`src/hw/rtl/jav_pkg.sv`:
```
// ----------------------------------------------------------------------------
// jav_pkg
// Shared constants, register codes and pipeline sideband types for the
// joystick to arc velocity unit.
// ----------------------------------------------------------------------------
`default_nettype none

package jav_pkg;

  localparam int unsigned CORDIC_ITERS = 28;
  localparam int unsigned CORDIC_W     = 32;
  localparam longint      HALF_PI_Q30  = 64'sd1686629713;

  localparam logic [CORDIC_W-1:0] ATAN_TAB [CORDIC_ITERS] = '{
    32'd843314857, 32'd497837829, 32'd263043837, 32'd133525159,
    32'd67021687,  32'd33543516,  32'd16775851,  32'd8388437,
    32'd4194283,   32'd2097149,   32'd1048576,   32'd524288,
    32'd262144,    32'd131072,    32'd65536,     32'd32768,
    32'd16384,     32'd8192,      32'd4096,      32'd2048,
    32'd1024,      32'd512,       32'd256,       32'd128,
    32'd64,        32'd32,        32'd16,        32'd8
  };

  localparam int unsigned CFG_IDX_W = 3;
  localparam int unsigned CFG_DAT_W = 15;
  localparam int unsigned VEL_W     = 16;
  localparam int unsigned LM_W      = 25;
  localparam int unsigned SC_W      = 30;
  localparam int unsigned GEOM_W    = 12;
  localparam int unsigned NUM_W     = 55;
  localparam int unsigned PRD_W     = 42;
  localparam int unsigned DEN_W     = 43;
  localparam int unsigned N_W       = 56;
  localparam int unsigned D_W       = 44;
  localparam int unsigned Q_W       = 17;

  typedef enum logic [CFG_IDX_W-1:0] {
    REG_SPEED_DB   = 3'd0,
    REG_STEER_DB   = 3'd1,
    REG_MAX_LIN    = 3'd2,
    REG_MAX_ANG    = 3'd3,
    REG_WHEELBASE  = 3'd4,
    REG_HALF_TRACK = 3'd5,
    REG_INVERT     = 3'd6
  } reg_idx_e;

  typedef struct packed {
    logic signed [VEL_W-1:0] lin;
    logic [LM_W-1:0]         lm1000;
    logic                    neg;
    logic                    ang_en;
  } jav_side_t;

  typedef struct packed {
    logic signed [VEL_W-1:0] lin;
    logic                    neg;
    logic                    ang_en;
    logic                    den_zero;
  } jav_dside_t;

endpackage

`default_nettype wire

```
`src/hw/rtl/jav_div.sv`:
```
// ----------------------------------------------------------------------------
// jav_div
// Pipelined restoring divider, one quotient bit per stage, with an
// overflow flag for quotients that do not fit.
// ----------------------------------------------------------------------------
`default_nettype none

module jav_div (
  input  wire logic                        clk_i,
  input  wire logic                        rst_ni,
  input  wire logic                        valid_i,
  input  wire logic [jav_pkg::N_W-1:0]     n_i,
  input  wire logic [jav_pkg::D_W-1:0]     d_i,
  input  wire jav_pkg::jav_dside_t         side_i,
  output logic                             valid_o,
  output logic [jav_pkg::Q_W-1:0]          q_o,
  output logic                             over_o,
  output jav_pkg::jav_dside_t              side_o
);

  localparam int unsigned QW = jav_pkg::Q_W;
  localparam int unsigned NW = jav_pkg::N_W;
  localparam int unsigned DW = jav_pkg::D_W;
  localparam int unsigned CW = DW + QW + 1;

  logic [QW-1:0]       v_q;
  logic [NW-1:0]       r_q [QW-1];
  logic [DW-1:0]       d_q [QW-1];
  logic [QW-1:0]       q_q [QW];
  logic                over_q [QW];
  jav_pkg::jav_dside_t side_q [QW];

  for (genvar k = 0; k < QW; k++) begin : g_bit
    localparam int unsigned B = QW - 1 - k;
    logic [NW-1:0]       r_in;
    logic [DW-1:0]       d_in;
    logic [QW-1:0]       q_in;
    logic                over_in;
    jav_pkg::jav_dside_t s_in;
    logic                v_in;
    logic [CW-1:0]       dsh;
    logic                ge;

    if (k == 0) begin : g_first
      assign r_in    = n_i;
      assign d_in    = d_i;
      assign q_in    = '0;
      assign over_in = CW'(n_i) >= (CW'(d_i) << QW);
      assign s_in    = side_i;
      assign v_in    = valid_i;
    end else begin : g_next
      assign r_in    = r_q[k-1];
      assign d_in    = d_q[k-1];
      assign q_in    = q_q[k-1];
      assign over_in = over_q[k-1];
      assign s_in    = side_q[k-1];
      assign v_in    = v_q[k-1];
    end

    assign dsh = CW'(d_in) << B;
    assign ge  = CW'(r_in) >= dsh;

    always_ff @(posedge clk_i or negedge rst_ni) begin
      if (!rst_ni) begin
        v_q[k] <= 1'b0;
      end else begin
        v_q[k] <= v_in;
      end
    end

    always_ff @(posedge clk_i) begin
      side_q[k] <= s_in;
      over_q[k] <= over_in;
      q_q[k]    <= ge ? (q_in | (QW'(1) << B)) : q_in;
    end

    if (k < QW - 1) begin : g_rem
      always_ff @(posedge clk_i) begin
        d_q[k] <= d_in;
        r_q[k] <= ge ? (r_in - dsh[NW-1:0]) : r_in;
      end
    end
  end

  assign valid_o = v_q[QW-1];
  assign q_o     = q_q[QW-1];
  assign over_o  = over_q[QW-1];
  assign side_o  = side_q[QW-1];

endmodule

`default_nettype wire

```
`config.mk`:
```
export PLATFORM = sky130hd
export DESIGN_NAME = jav_div
export DESIGN_NICKNAME = d
export VERILOG_FILES = /design/src/hw/rtl/jav_pkg.sv /design/src/hw/rtl/jav_div.sv
export SDC_FILE = /design/constraint.sdc
export NUM_CORES = 2
export LEC_CHECK = 0
export BUFFER_PORTS_ARGS = -buffer_cell sky130_fd_sc_hd__buf_2
export CAP_MARGIN = 5
export CORE_ASPECT_RATIO = 1.75
export CORE_MARGIN = 3
export CORE_UTILIZATION = 40
export CTS_CLUSTER_SIZE = 25
export DETAILED_ROUTE_END_ITERATION = 6
export PLACE_DENSITY = 0.52
export REMOVE_ABC_BUFFERS = 1
export SYNTH_ARGS = -nofsm -noshare
export SYNTH_HDL_FRONTEND = slang
export SYNTH_SLANG_ARGS = --single-unit
export TNS_END_PERCENT = 1
```
`constraint.sdc`:
```
create_clock -name clk_i -period 4.6 [get_ports clk_i]
set_input_delay 0 -clock clk_i [delete_from_list [all_inputs] [get_ports clk_i]]
set_output_delay 0 -clock clk_i [all_outputs]
set_load 0.05 [all_outputs]
```
==> metrics.txt <==
Setup violations, final=0; DRT Pass-1 Iters=7; DRC viols=1; #FFs+latches synth=approximately 2100; worst r2r dst=r_q[1][28]; row cnt=234; Yosys top cell by area=dfxtp_1; Cells after Synth=10210; clock buffers created by TritonCTS=205; Hold Crit Class=in2reg; post-place instance area=roughly 100000 µm²; Clock Sinks=2110; flop-to-flop setup slack=200 ps; Design Area, Final=around 110000 µm²; min Tclk post-route=4401 ps; vias in the first global route=77060; WP data required=5330 ps; height of the die=646.9 µm; leakage=50.03 nW; fin util=approximately 47%; IO Pins=160; Seq/Total Area, Yosys=45.09%; Syn Area/Cell=9.194 µm²; Final Net Count=about 12000; Max Freq=about 230 MHz; WL/cell=18.82 µm; slew margin rel.=32.59%; failing checks=design-rule violations; Reg area=42330 µm²; CTS tree=yes; CP max FO=41; RSZ-0062 raised after global routing=no; Area contributors post-synth=dfxtp_1 (45%), ha_1 (10%), a21oi_1 (4.8%); hold_sp=n_i[16]; WHS Path Cells=5; root buffer cell=clkbuf_16; final hold vios=0; Period Utilization, post-route=95.67%; Initial Util=between 40% and 50%; hold endpoint=r_q[0][16]; final weighted congestion in routability-driven placement=~0.95; ys flop type=dfxtp_1; CTS clock-pin slew for the worst setup and hold paths=60 ps; largest net degree at the start of global routing=66; Post-synth EDFFs=0; Detailed Place HPWL=214.8 mm; Final ANT Viol Nets=0; ys async rst share=less than 1%; cell area after synthesis=93870 µm²; most frequent cells in the layout=dfxtp_1 (2093), inv_1 (915), a21oi_1 (902); layout cell share with drive strength beyond 1=under 10%; synth warn=0; Routed Wire Length=264.1 mm; crit path capture type=flip-flop; Multi-input gate area=46850 µm²; first-pass GRT wire length=404.4 mm; DP Cell Count=13390; Crit Path Class=reg2reg; Startpoint Class=flip-flop; commonest non-fill, non-tap cell in the layout=dfxtp_1; Clk Latency, worst-skew pair=870 ps; Die Footprint=about 240000 µm²; antenna violations before repair=3; GR Util All Layers=approximately 22%; clock tree buffer depth=4; CP delay by family, top=compound AO/OA/AOI/OAI gates; FF-to-FF path depth=16; post-synth cell types=about 110; Max Cap Viol=0; Crit path top cell by count=inv_1; core area=approximately 230000 µm²; outcome=finished, violations left; CP arrival=5130 ps; Buffers on Ports=159; CP bufs+invs=4; Worst VDD drop=0.3237 mV; total number of vias=72210; Chip Width=~370 µm; Layout Cells excl Fill=14030; Final Skew=60.09 ps; CP Cell Sequence=inv_1 > ha_1 > inv_1 > fa_1 > a211oi_2 > o21ai_1 > a31oi_4 > a311oi_1 > o31ai_1 > buf_4 > or3b_1 > a31o_1 > a31oi_1 > a2bb2oi_4 > buf_12 > mux2_1; top cell type's share of synthesized area=44.63%; fillers=approximately 22000; slowest library cell on the worst path=fa_1; Reg-to-Reg Start=r_q[0][15]; CP max stage delay=430 ps; Initial DRC Count=between 2000 and 3000; Slew Limit Fails=0; PD cells=between 700 and 800 nW/µm²; setup_tns=0 ps; total grt overflow=0; Vias/cell=a little over 5; Total Power=about 77 mW; H-tree depth=4; worst-margin pin slew=slightly above 1000 ps; synth-to-layout area growth=16.31%
## per-stage QoR
stage | setup WS, ps | hold WS (ps)
3_5_place_dp | 183.1 | -64.57
4_1_cts | 60.81 | 43.65
5_1_grt | 26.20 | 166.8
6_report | 199.2 | 186.7
3_3_place_gp | 196.7 | -77.71
2_1_floorplan | -1404 | -295.6
## logic make-up (layout without fill, tap and decap cells)
family,Yosys count,count (layout),synth area share (%)
DFF,2110,2110,45.09
xor gates and xnor gates,694,694,6.475
other,0,23,0
and+or+nand+nor,2359,2359,11.82
adders and majority gates,793,793,10.70
muxes,133,133,1.701
AOI/OAI and AO/OA,2865,2865,19.05
buffers and inverters,1256,1986,5.167
## sequential cells by signal, indices dropped and copies added (netlist names)
signal and count:
over_q 17, d_q 704, valid_o 1, g_bit.v_in 16, side_q 323, q_q 153, r_q 896
## report_power, final
group          leakage [nW]  internal, mW  total (mW)  switching, mW
logic                  28.9          14.9        34.8           19.9
registers              17.8          22.5        24.7           2.26
clock network          3.29          9.96        17.0           7.07
total                  50.0          47.4        76.6           29.2
## worst max-delay path by stage
| stage | start | to | slack, ps | depth (start not counted) |
|---|---|---|---|---|
| 2_1_floorplan | r_q[13][2] | r_q[14][50] | -1400 | 15 |
| 3_3_place_gp | r_q[0][15] | r_q[1][16] | 200 | 16 |
| 3_5_place_dp | r_q[0][15] | r_q[1][16] | 180 | 16 |
| 4_1_cts | d_i[0] | r_q[0][52] | 60 | 20 |
| 5_1_grt | d_i[0] | r_q[0][52] | 30 | 20 |
| 6_report | r_q[0][15] | r_q[1][28] | 200 | 16 |
## area by class of cell
| type | count | area share [%] |
|---|---|---|
| repair buffers | 716 | 5.375 |
| multi-input cells | 6844 | 42.91 |
| diodes | 23 | 0.05271 |
| clock inverters | 71 | 0.8503 |
| clock buffers | 280 | 5.375 |
| well taps | 3068 | 3.516 |
| inverters | 919 | 3.159 |
| flip-flops and latches | 2110 | 38.77 |
## synth_stat cells, drive strengths merged, types with 91 or more instances
master and number:
a21o 492, a21oi 908, clkbuf 253, dfxtp 2093, ha 777, inv 919
mux2 122, nand2 840, nand3 171, nand4 169, nor2 571, nor2b 93
nor3 100, o21ai 764, o21bai 91, xnor2 405, xor2 289
## layer usage
| layer | track usage [%] | share of wire, % | vias to the layer above |
|---|---|---|---|
| met5 | 0 | 0 | - |
| met4 | 18.88 | 10 | 0 |
| met3 | 2.002 | 2.2 | 884 |
| met2 | 45.88 | 58 | 1386 |
| met1 | 16.01 | 30 | 33370 |
| li1 | - | - | 36570 |
## tightest hold or removal path, delay by kind of cell
kind                       cells  cell delay [ps]
buffers and inverters          3              730
adders and majority gates      1              170
AOI/OAI and AO/OA              1               90
## what timing repair did
| action | in CTS | in global routing |
|---|---|---|
| hold buffers | 261 | 0 |
| hold endpoints to repair | 138 | 0 |
| setup endpoints to repair | 0 | 30 |
| setup buffers | 0 | 2 |
| resized for setup | 0 | 5 |
Power figures use the tool's default switching activity.
